`src/bmma_pkg.sv`:
```
package bmma_pkg;

  // matrix dimension and derived sizes
  localparam int DIM    = 4;
  localparam int CELLS  = DIM * DIM;
  localparam int IDX_W  = (DIM > 1) ? $clog2(DIM) : 1;
  localparam int ADDR_W = $clog2(CELLS);

  localparam int FAC_W  = 16;
  localparam int INIT_W = 32;
  localparam int PROD_W = 2 * FAC_W;
  localparam int ACC_W  = 40;
  localparam int POS_W  = 3;

  typedef logic [IDX_W-1:0]  idx_t;
  typedef logic [ADDR_W-1:0] addr_t;

  typedef enum logic [1:0] {
    CMD_LOAD_A  = 2'd0,
    CMD_LOAD_B  = 2'd1,
    CMD_LOAD_C  = 2'd2,
    CMD_COMPUTE = 2'd3
  } cmd_e;

  typedef enum logic [1:0] {
    ST_IDLE,
    ST_ISSUE,
    ST_DRAIN,
    ST_WRITE
  } state_e;

  // sequencer to datapath and memories
  typedef struct packed {
    logic  a_we;
    logic  b_we;
    logic  c_we;
    logic  c_wsrc_load;
    addr_t wr_addr;
    addr_t rd_addr_a;
    addr_t rd_addr_b;
    addr_t rd_addr_c;
    logic  issue;
    logic  first;
    logic  emit;
    idx_t  emit_row;
    idx_t  emit_col;
    logic  emit_last;
  } ctrl_t;

  function automatic addr_t cell_addr(idx_t r, idx_t c);
    return addr_t'(r) * addr_t'(DIM) + addr_t'(c);
  endfunction

endpackage

```
`src/bmma_ram.sv`:
```
module bmma_ram #(
  parameter int Width = 16,
  parameter int Depth = 16
) (
  input  logic                     clk_i,
  input  logic                     we_i,
  input  logic [$clog2(Depth)-1:0] waddr_i,
  input  logic [Width-1:0]         wdata_i,
  input  logic [$clog2(Depth)-1:0] raddr_i,
  output logic [Width-1:0]         rdata_o
);

  logic [Width-1:0] mem_q [Depth];
  logic [Width-1:0] rdata_q;

  always_ff @(posedge clk_i) begin
    if (we_i) begin
      mem_q[waddr_i] <= wdata_i;
    end
    rdata_q <= mem_q[raddr_i];
  end

  assign rdata_o = rdata_q;

endmodule

```
`src/bmma_mac.sv`:
```
module bmma_mac (
  input  logic                              clk_i,
  input  logic                              rst_ni,
  input  logic                              issue_i,
  input  logic                              first_i,
  input  logic signed [bmma_pkg::FAC_W-1:0] a_i,
  input  logic signed [bmma_pkg::FAC_W-1:0] b_i,
  input  logic signed [bmma_pkg::ACC_W-1:0] init_i,
  output logic signed [bmma_pkg::ACC_W-1:0] acc_o,
  output logic                              busy_o
);

  logic                               rd_vld_q;
  logic                               rd_first_q;
  logic                               prod_vld_q;
  logic signed [bmma_pkg::PROD_W-1:0] prod_d, prod_q;
  logic signed [bmma_pkg::ACC_W-1:0]  acc_d, acc_q;

  // memory data arrives in the cycle after the read was issued
  always_ff @(posedge clk_i or negedge rst_ni) begin
    if (!rst_ni) begin
      rd_vld_q   <= 1'b0;
      rd_first_q <= 1'b0;
      prod_vld_q <= 1'b0;
    end else begin
      rd_vld_q   <= issue_i;
      rd_first_q <= issue_i & first_i;
      prod_vld_q <= rd_vld_q;
    end
  end

  assign prod_d = a_i * b_i;

  always_comb begin
    acc_d = acc_q;
    if (rd_first_q) begin
      acc_d = init_i;
    end else if (prod_vld_q) begin
      acc_d = acc_q + bmma_pkg::ACC_W'(prod_q);
    end
  end

  always_ff @(posedge clk_i) begin
    prod_q <= prod_d;
    acc_q  <= acc_d;
  end

  assign acc_o  = acc_q;
  assign busy_o = rd_vld_q | prod_vld_q;

endmodule

```
`src/bmma_ctrl.sv`:
```
module bmma_ctrl (
  input  logic                        clk_i,
  input  logic                        rst_ni,
  input  logic                        in_valid_i,
  output logic                        in_ready_o,
  input  logic [1:0]                  command_i,
  input  logic [bmma_pkg::POS_W-1:0]  row_i,
  input  logic [bmma_pkg::POS_W-1:0]  col_i,
  input  logic                        busy_i,
  input  logic                        out_free_i,
  output bmma_pkg::ctrl_t             ctrl_o
);

  bmma_pkg::state_e state_d, state_q;
  bmma_pkg::idx_t   i_d, i_q, j_d, j_q, k_d, k_q;
  bmma_pkg::cmd_e   cmd;
  logic             accept;
  logic             in_range;
  logic             k_last;
  logic             elem_last;

  assign cmd       = bmma_pkg::cmd_e'(command_i);
  assign in_ready_o = (state_q == bmma_pkg::ST_IDLE);
  assign accept    = in_valid_i & in_ready_o;
  assign in_range  = ({1'b0, row_i} < 4'(bmma_pkg::DIM)) &&
                     ({1'b0, col_i} < 4'(bmma_pkg::DIM));
  assign k_last    = (k_q == bmma_pkg::idx_t'(bmma_pkg::DIM - 1));
  assign elem_last = (i_q == bmma_pkg::idx_t'(bmma_pkg::DIM - 1)) &&
                     (j_q == bmma_pkg::idx_t'(bmma_pkg::DIM - 1));

  // next state
  always_comb begin
    state_d = state_q;
    case (state_q)
      bmma_pkg::ST_IDLE: begin
        if (accept && cmd == bmma_pkg::CMD_COMPUTE) begin
          state_d = bmma_pkg::ST_ISSUE;
        end
      end
      bmma_pkg::ST_ISSUE: begin
        if (k_last) begin
          state_d = bmma_pkg::ST_DRAIN;
        end
      end
      bmma_pkg::ST_DRAIN: begin
        if (!busy_i) begin
          state_d = bmma_pkg::ST_WRITE;
        end
      end
      bmma_pkg::ST_WRITE: begin
        if (out_free_i) begin
          state_d = elem_last ? bmma_pkg::ST_IDLE : bmma_pkg::ST_ISSUE;
        end
      end
      default: state_d = bmma_pkg::ST_IDLE;
    endcase
  end

  // element and term counters
  always_comb begin
    i_d = i_q;
    j_d = j_q;
    k_d = k_q;
    case (state_q)
      bmma_pkg::ST_IDLE: begin
        i_d = '0;
        j_d = '0;
        k_d = '0;
      end
      bmma_pkg::ST_ISSUE: begin
        k_d = k_last ? '0 : k_q + bmma_pkg::idx_t'(1);
      end
      bmma_pkg::ST_WRITE: begin
        if (out_free_i) begin
          if (j_q == bmma_pkg::idx_t'(bmma_pkg::DIM - 1)) begin
            j_d = '0;
            i_d = i_q + bmma_pkg::idx_t'(1);
          end else begin
            j_d = j_q + bmma_pkg::idx_t'(1);
          end
        end
      end
      default: ;
    endcase
  end

  // outputs
  always_comb begin
    ctrl_o             = '0;
    ctrl_o.rd_addr_a   = bmma_pkg::cell_addr(i_q, k_q);
    ctrl_o.rd_addr_b   = bmma_pkg::cell_addr(k_q, j_q);
    ctrl_o.rd_addr_c   = bmma_pkg::cell_addr(i_q, j_q);
    ctrl_o.emit_row    = i_q;
    ctrl_o.emit_col    = j_q;
    ctrl_o.emit_last   = elem_last;
    ctrl_o.wr_addr     = bmma_pkg::cell_addr(i_q, j_q);
    case (state_q)
      bmma_pkg::ST_IDLE: begin
        ctrl_o.wr_addr     = bmma_pkg::cell_addr(row_i[bmma_pkg::IDX_W-1:0],
                                                 col_i[bmma_pkg::IDX_W-1:0]);
        ctrl_o.c_wsrc_load = 1'b1;
        if (accept && in_range) begin
          ctrl_o.a_we = (cmd == bmma_pkg::CMD_LOAD_A);
          ctrl_o.b_we = (cmd == bmma_pkg::CMD_LOAD_B);
          ctrl_o.c_we = (cmd == bmma_pkg::CMD_LOAD_C);
        end
      end
      bmma_pkg::ST_ISSUE: begin
        ctrl_o.issue = 1'b1;
        ctrl_o.first = (k_q == '0);
      end
      bmma_pkg::ST_WRITE: begin
        ctrl_o.emit = out_free_i;
        ctrl_o.c_we = out_free_i;
      end
      default: ;
    endcase
  end

  always_ff @(posedge clk_i or negedge rst_ni) begin
    if (!rst_ni) begin
      state_q <= bmma_pkg::ST_IDLE;
      i_q     <= '0;
      j_q     <= '0;
      k_q     <= '0;
    end else begin
      state_q <= state_d;
      i_q     <= i_d;
      j_q     <= j_d;
      k_q     <= k_d;
    end
  end

`ifndef SYNTHESIS
  assert property (@(posedge clk_i) disable iff (!rst_ni)
    ctrl_o.emit |-> !busy_i)
    else $error("write-back while products still in flight");

  assert property (@(posedge clk_i) disable iff (!rst_ni)
    (ctrl_o.emit && ctrl_o.emit_last) |=> (state_q == bmma_pkg::ST_IDLE))
    else $error("sequencer did not return to idle after last element");

  assert property (@(posedge clk_i) disable iff (!rst_ni)
    $onehot0({ctrl_o.a_we, ctrl_o.b_we, ctrl_o.c_we}))
    else $error("more than one store written in a cycle");

  assert property (@(posedge clk_i) disable iff (!rst_ni)
    !(ctrl_o.c_we && ctrl_o.issue))
    else $error("accumulator write overlaps a read pass");
`endif

endmodule

```
`src/blocked_matrix_multiply_accumulate.sv`:
```
// C += A * B on DIM-by-DIM signed integer matrices (DIM = 4 by default, set
// in bmma_pkg). Command 0, 1 and 2 write one element of A, B (16-bit) or C
// (32-bit, sign-extended to 40); a load whose row or column is not below DIM
// is dropped. Command 3 adds A*B into C and sends all DIM*DIM updated C
// elements in row-major order with last set on the final one; C keeps the
// sums, so a further compute accumulates again (wrapping at 40 bits). A and B
// must be written before a compute reads them; C starts at zero after reset,
// tracked by a valid bit per entry, so no clearing pass is needed. In a
// compute, one shared 16x16 multiply-accumulate steps through the dot
// product, fed by one read per cycle from each of the A and B memories; the
// pipeline then drains and C is written back. A stalled output holds the
// write-back. No input is taken while a compute runs.
module blocked_matrix_multiply_accumulate (
  input  logic                                clk_i,
  input  logic                                rst_ni,
  input  logic                                in_valid_i,
  output logic                                in_ready_o,
  input  logic [1:0]                          command_i,
  input  logic [bmma_pkg::POS_W-1:0]          row_i,
  input  logic [bmma_pkg::POS_W-1:0]          col_i,
  input  logic signed [bmma_pkg::FAC_W-1:0]   factor_value_i,
  input  logic signed [bmma_pkg::INIT_W-1:0]  start_value_i,
  output logic                                out_valid_o,
  input  logic                                out_ready_i,
  output logic [bmma_pkg::POS_W-1:0]          out_row_o,
  output logic [bmma_pkg::POS_W-1:0]          out_col_o,
  output logic signed [bmma_pkg::ACC_W-1:0]   sum_value_o,
  output logic                                last_o
);

  bmma_pkg::ctrl_t                   ctrl;
  logic                              busy;
  logic                              out_free;

  logic [bmma_pkg::FAC_W-1:0]        a_rdata;
  logic [bmma_pkg::FAC_W-1:0]        b_rdata;
  logic [bmma_pkg::ACC_W-1:0]        c_rdata;
  logic [bmma_pkg::ACC_W-1:0]        c_wdata;
  logic signed [bmma_pkg::ACC_W-1:0] c_init;
  logic signed [bmma_pkg::ACC_W-1:0] acc;

  // one valid bit per C entry: an entry never written reads as zero
  logic [bmma_pkg::CELLS-1:0]        cvld_q;
  logic                              cvld_rd_q;

  // output register
  logic                              out_valid_q;
  logic [bmma_pkg::POS_W-1:0]        out_row_q;
  logic [bmma_pkg::POS_W-1:0]        out_col_q;
  logic signed [bmma_pkg::ACC_W-1:0] sum_q;
  logic                              last_q;

  // the output register can take a new element when empty or being drained
  assign out_free = !out_valid_q || out_ready_i;

  bmma_ctrl u_ctrl (
    .clk_i      (clk_i),
    .rst_ni     (rst_ni),
    .in_valid_i (in_valid_i),
    .in_ready_o (in_ready_o),
    .command_i  (command_i),
    .row_i      (row_i),
    .col_i      (col_i),
    .busy_i     (busy),
    .out_free_i (out_free),
    .ctrl_o     (ctrl)
  );

  // left factor A
  bmma_ram #(
    .Width (bmma_pkg::FAC_W),
    .Depth (bmma_pkg::CELLS)
  ) u_ram_a (
    .clk_i   (clk_i),
    .we_i    (ctrl.a_we),
    .waddr_i (ctrl.wr_addr),
    .wdata_i (factor_value_i),
    .raddr_i (ctrl.rd_addr_a),
    .rdata_o (a_rdata)
  );

  // right factor B
  bmma_ram #(
    .Width (bmma_pkg::FAC_W),
    .Depth (bmma_pkg::CELLS)
  ) u_ram_b (
    .clk_i   (clk_i),
    .we_i    (ctrl.b_we),
    .waddr_i (ctrl.wr_addr),
    .wdata_i (factor_value_i),
    .raddr_i (ctrl.rd_addr_b),
    .rdata_o (b_rdata)
  );

  // accumulator C: written by a load or by the write-back of a sum
  assign c_wdata = ctrl.c_wsrc_load ? bmma_pkg::ACC_W'(start_value_i) : acc;

  bmma_ram #(
    .Width (bmma_pkg::ACC_W),
    .Depth (bmma_pkg::CELLS)
  ) u_ram_c (
    .clk_i   (clk_i),
    .we_i    (ctrl.c_we),
    .waddr_i (ctrl.wr_addr),
    .wdata_i (c_wdata),
    .raddr_i (ctrl.rd_addr_c),
    .rdata_o (c_rdata)
  );

  always_ff @(posedge clk_i or negedge rst_ni) begin
    if (!rst_ni) begin
      cvld_q    <= '0;
      cvld_rd_q <= 1'b0;
    end else begin
      if (ctrl.c_we) begin
        cvld_q[ctrl.wr_addr] <= 1'b1;
      end
      // follows the registered read of the C memory
      cvld_rd_q <= cvld_q[ctrl.rd_addr_c];
    end
  end

  assign c_init = cvld_rd_q ? c_rdata : '0;

  // shared multiply-accumulate
  bmma_mac u_mac (
    .clk_i   (clk_i),
    .rst_ni  (rst_ni),
    .issue_i (ctrl.issue),
    .first_i (ctrl.first),
    .a_i     (a_rdata),
    .b_i     (b_rdata),
    .init_i  (c_init),
    .acc_o   (acc),
    .busy_o  (busy)
  );

  // result transfer
  always_ff @(posedge clk_i or negedge rst_ni) begin
    if (!rst_ni) begin
      out_valid_q <= 1'b0;
    end else if (ctrl.emit) begin
      out_valid_q <= 1'b1;
    end else if (out_ready_i) begin
      out_valid_q <= 1'b0;
    end
  end

  always_ff @(posedge clk_i) begin
    if (ctrl.emit) begin
      out_row_q <= bmma_pkg::POS_W'(ctrl.emit_row);
      out_col_q <= bmma_pkg::POS_W'(ctrl.emit_col);
      sum_q     <= acc;
      last_q    <= ctrl.emit_last;
    end
  end

  assign out_valid_o = out_valid_q;
  assign out_row_o   = out_row_q;
  assign out_col_o   = out_col_q;
  assign sum_value_o = sum_q;
  assign last_o      = last_q;

endmodule
```
`config.mk`:
```
export PLATFORM = sky130hd
export DESIGN_NAME = blocked_matrix_multiply_accumulate
export DESIGN_NICKNAME = d
export VERILOG_FILES = /design/src/bmma_pkg.sv /design/src/bmma_ram.sv /design/src/bmma_mac.sv /design/src/bmma_ctrl.sv /design/src/blocked_matrix_multiply_accumulate.sv
export SDC_FILE = /design/constraint.sdc
export NUM_CORES = 2
export LEC_CHECK = 0
export BUFFER_PORTS_ARGS = -buffer_cell sky130_fd_sc_hd__buf_2
export CAP_MARGIN = 40
export CORE_MARGIN = 2
export CORE_UTILIZATION = 35
export CTS_CLUSTER_SIZE = 16
export DETAILED_ROUTE_END_ITERATION = 16
export SLEW_MARGIN = 30
export SYNTH_ARGS = -nofsm -noshare
export SYNTH_HDL_FRONTEND = slang
export SYNTH_SLANG_ARGS = --single-unit
export TNS_END_PERCENT = 100
```
`constraint.sdc`:
```
create_clock -name clk_i -period 10.9 [get_ports clk_i]
set_clock_uncertainty 0.2 [all_clocks]
set_input_delay 0.545 -clock clk_i [delete_from_list [all_inputs] [get_ports clk_i]]
set_output_delay 0.545 -clock clk_i [all_outputs]
set_load 0.02 [all_outputs]
```
Word-level counts from Yosys, hierarchy flattened
Memory sizes are Yosys's and may differ from the RTL's. A register that Yosys moved wholly into a read port is not among the register bits.
Cells that the tools add are included.
- flip-flop bits (word level): 146
- bits in writable memories: 1152
- memories kept: 3
- word-level logic and storage cells: 104
- bits of input ports: 60
- output and inout bits: 49
- memory list (name ; words ; bits a word ; rd ports ; clocked after Yosys merged registers in ; write ports ; RTL line ; source):
    u_ram_c.mem_q ; 16 ; 40 ; 1 ; 1 ; 1 ; bmma_ram.sv:13 ; logic [Width-1:0] mem_q [Depth];
    u_ram_a.mem_q ; 16 ; 16 ; 1 ; 1 ; 1 ; bmma_ram.sv:13 ;
    u_ram_b.mem_q ; 16 ; 16 ; 1 ; 1 ; 1 ; bmma_ram.sv:13 ;
- $lt $le $gt $ge: 5
- bitwise gates (word level): 4
- reductions and logical operators: 17
- eq/ne operators: 14
- muxes and demuxes: 36
- add/subtract/negate cells: 8
- multipliers: 1
- operator list (operator ; number):
    $mux 40 ; 4
    $add 40x32->40 ; 1
    $mul 16x16->32 ; 1
    $mux 2 ; 11
    $add 4x2->4 ; 4
    $or 16x16->16 ; 1
    $eq 2x2->1 const B ; 7
    $mux 1 ; 12
    $pmux 2 s2 ; 3
    $lt 4x5->1 const B ; 2
    $pmux 2 s4 ; 1
    $reduce_bool 2->1 ; 4
    $add 2x1->2 const B ; 3
    $logic_not 2->1 ; 3
    $lt 3x3->1 const B ; 2
    $ne 2x1->1 const B ; 3
    $logic_and 1x1->1 ; 5
    $mux 5 ; 1
    $bmux 1 s4 ; 1
    $demux 1 s4 ; 1
    $eq 2x1->1 const B ; 2
    $ge 4x1->1 const B ; 1
    $ne 2x2->1 const B ; 2
    $reduce_and 4->1 ; 1
    other kinds (8) ; 9

Depth between registers and ports, before layout
- depth in word-level cells: 7
- mapped depth: 24
- depth with buffers taken out: 22

Modules after synthesis
From an unflattened synthesis, not the netlist that was laid out.
- cells, all modules: 3676
- area, all modules: 62851.5 sq um
- by module, submodules not included (module ; cells an instance ; seq. area each (sq um) ; area each (sq um) ; instances):
    bmma_ram at u_ram_c ; 1040 ; 20019.2 ; 25131.6 ; 1
    bmma_ram at u_ram_a ... ; 432 ; 8007.7 ; 10043.4 ; 2
    bmma_mac ; 1493 ; 1916.8 ; 14039.7 ; 1
    blocked_matrix_multiply_accumulate ; 203 ; 1801.7 ; 2875.3 ; 1
    bmma_ctrl ; 76 ; 200.2 ; 718.2 ; 1

Worst setup path after synthesis
OpenSTA, ideal clock, no wires.
- path kind: register -> register
- from: reg u_ram_a.rdata_q[15] (netlist: u_ram_a.rdata_o[15]), read port of u_ram_a.mem_q
- to: reg u_mac.prod_q[31] (netlist name)
- cell stages (with the launch flop): 20
- arrival: 5.725 ns
- setup time: 0.120 ns
- required time: 10.580 ns
- slack: 4.855 ns
- cells stage by stage: dfxtp_1 > clkbuf_1 > nand2_1 > inv_1 > fa_1 > fa_1 > fa_1 > fa_1 > fa_1 > inv_1 > fa_1 > inv_1 > ha_1 > o21a_1 > nor2_1 > a21oi_1 > a311o_1 > a21o_1 > a21oi_1 > xnor2_1
- word-level cells in the longest chain between the ends: 1
- RTL lines (element ; RTL line ; source):
    start: declaration ; bmma_ram.sv:14 ; logic [Width-1:0] rdata_q;
    $mul 16x16->32 ; bmma_mac.sv:32 ; assign prod_d = a_i * b_i;
    net u_mac.prod_d (one bit) ; bmma_mac.sv:16 ; logic signed [bmma_pkg::PROD_W-1:0] prod_d, prod_q;
    end signal: assignment ; bmma_mac.sv:44 ; prod_q <= prod_d;
    end: declaration ; bmma_mac.sv:16 ;
The timed path passes the listed nets, and every way through them passes these cells.
A chain may end at the register's enable or synchronous reset.

Final worst setup path
- from: reg u_ram_b.rdata_q[1] (netlist: u_ram_b.rdata_o[1]), read port of u_ram_b.mem_q
- to: reg u_mac.prod_q[31] (netlist name)
- word-level cells in the longest chain between the ends: 1
- RTL lines (element ; RTL line):
    start: declaration ; bmma_ram.sv:14
    $mul 16x16->32 ; bmma_mac.sv:32
    net u_mac.prod_d (one bit) ; bmma_mac.sv:16
The timed path passes the listed nets, and every way through them passes these cells.

==> flow_summary.toml <==
[clock_tree]
h-tree-depth = 4
clockRootBuffer = "clkbuf_16"
clock-sinks = 1370
cts_tree = "done"
post_cts.repair.setup_buffers = 0
cts.reportedPaths.clkPinSlew_ps = 60
cts_buffers = 144
cts_hold_buf = 1
clk_latency_ps = 790
clockBufferDepth = 3
cts_resized = 0

[logic_synthesis]
yosys_warnings = 0
synth_cell_types = 71
netlist_area_mm2 = 0.0622
synth_flop_cell = "edfxtp_1"
ys_async_sr_fraction = 0.0212
synth_edf_count = 1237
syn_area_per_cell_um2 = 17.8
yosysSeqAreaShare = 0.642
synth_seq_cells = 1370
synthCells = 3499

[floorplanning]
die_y_um = 426
num_rows = 154
io_pins = 109
die_area_mm2 = 0.181
chipWidth_um = 426
design.core.area_mm2 = 0.176
initial_utilization = 0.353

[flow_run]
drv_cap = 0

[grt]
grt_remaining_overflow = 0
track_usage = 0.165
antenna_found_initial = 9
grt_max_degree = 85
grt_pass1_wl_mm = 220
grt_pass1_vias = 32600

[status]
status = "completed"

[worst_hold_path]
hold_path_class = "input port to flop"
hp-start = "factor_value_i[7]"

[routing]
wirelength_mm = 149
ant_nets = 0
post_drt_wl_per_cell_um = 24.1
drc = 0
drt_first_iter_violations = 2988
via_per_inst = 5.12
drtPass1Iterations = 5
vias = 31600

[worst_setup_path]
worstPathMaxFanout = 16
end_kind = "flop"
ff2ff_setup_slack_ps = 4390
crit_path_start = "u_ram_b.rdata_o[1]"
rr_startpoint = "u_ram_b.rdata_o[1]"
crit_required_ps = 11370
crit_type = "flop to flop"
crit_arrival_ps = 6970
start_kind = "flop"

[placed_design]
io_buffers = 106
dp_hpwl_mm = 96.2
gp_congestion = 0.825
dp.cells = 5898

[sta]
slew_headroom = 0.412
final.period_utilization = 0.597
period_minus_slack_ps = 6510
rsz0062_at_grt = "false"
hold_viol = 0
slew_viol_final = 0
final.setup.tns_ps = 0
fmax_mhz = 154
finalSetupViolCount = 0
worstMarginPinSlew_ps = 882

[final_layout]
final_common_cell = "edfxtp_1"
layout.cells.non_filler = 6169
final_cell_mix = "edfxtp_1, mux4_2, inv_1, fa_1, nand2_1"
nets = 4161
layout-drive-gt1-share = 0.240
fillers = 15700
syn2layout_area_growth_pct = 14.6
## synth_stat cells, types with 29 or more instances
library cell | instances | area, µm²
edfxtp_1 | 1237 | 37100
mux4_2 | 365 | 8220
inv_1 | 303 | 1140
fa_1 | 263 | 5270
nand2_1 | 205 | 769
and2_1 | 129 | 807
ha_1 | 129 | 1610
dfxtp_1 | 104 | 2080
clkbuf_1 | 103 | 387
o21ai_0 | 77 | 385
a21oi_1 | 74 | 370
nor2_1 | 59 | 221
nor3_1 | 49 | 245
xnor2_1 | 42 | 368
buf_2 | 35 | 175
a21o_1 | 31 | 233
mux2_2 | 31 | 349
dfrtp_1 | 29 | 726
## final timing paths
| kind | endpoint | cells past startpoint |
|---|---|---|
| setup / recovery | u_mac.prod_q[31] | 18 |
| hold / removal | u_ram_b.mem_q[12][7] | 1 |
| setup reg to reg | u_mac.prod_q[31] | 18 |
| hold reg to reg | u_mac.prod_vld_q | 0 |
| max in group asynchronous | u_ctrl.k_q[1] | 2 |
| min in group asynchronous | u_ctrl.j_q[1] | 2 |
## state kept, by name, summed over array words and instances (netlist names)
register	cells
last_o	1
u_mac.prod_q	32
u_mac.prod_vld_q	1
u_ctrl.i_q	2
u_ctrl.k_q	2
u_mac.rd_first_q	1
sum_value_o	40
u_ram_a.mem_q	256
u_mac.rd_vld_q	1
out_col_o	2
u_ram_c.rdata_o	40
u_ctrl.state_q	2
u_ctrl.j_q	2
cvld_rd_q	1
out_row_o	2
u_ram_b.mem_q	256
cvld_q	16
u_ram_c.mem_q	640
u_mac.acc_o	40
u_ram_b.rdata_o	16
out_valid_o	1
u_ram_a.rdata_o	16
## metal layers
layer | up-vias | global-route usage | routed length [µm]
li1 | 13700 | - | -
met5 | - | 0 | 50
met2 | 962 | 0.264 | 71400
met1 | 16700 | 0.227 | 63400
met4 | 8 | 0.0577 | 4710
met3 | 213 | 0.0312 | 9030
## cell families after synthesis
family,count (synthesis),share of synthesized area
xor+xnor,61,0.00859
mux,396,0.138
compound gates,277,0.0290
other cells,1,0.0000603
simple gates,543,0.0430
fa+ha+maj,392,0.111
buf+inv,459,0.0288
flops,1370,0.642
## critical path, cell delays in order (launching register included)
cell,delay (ps)
dfxtp_1,670
nand2_1,200
inv_1,160
fa_1,540
fa_1,910
fa_1,530
fa_1,520
fa_1,490
inv_1,50
fa_1,470
inv_1,50
ha_1,310
o21a_1,200
nor2_1,220
a21oi_1,100
a311o_1,350
a21o_1,180
a21oi_1,160
xnor2_1,80
## per-stage QoR
step	hold slack (ps)	util	cell area, µm²	worst slack, ps
floorplan	49.4	-	62200	4850
global placement	159	0.374	65900	4430
detailed placement	165	0.377	66500	4390
CTS	17.9	0.404	71200	4400
global route	74.0	0.404	71300	4050
finish	68.3	0.404	71300	4390
## final cells by class
class / instances / area, µm² / area share
clock inverters: 80 / 907 / 0.0127
multi-input cells: 1671 / 20700 / 0.290
repair buffers: 217 / 1810 / 0.0253
well taps: 2340 / 2930 / 0.0411
flip-flops and latches: 1370 / 40000 / 0.561
diodes: 1 / 2.50 / 0.0000351
clock buffers: 185 / 3850 / 0.0540
inverters: 305 / 1140 / 0.0161
Power is not shown: default switching activity piles up to over one toggle a cycle in this logic, so the estimate is an artifact.
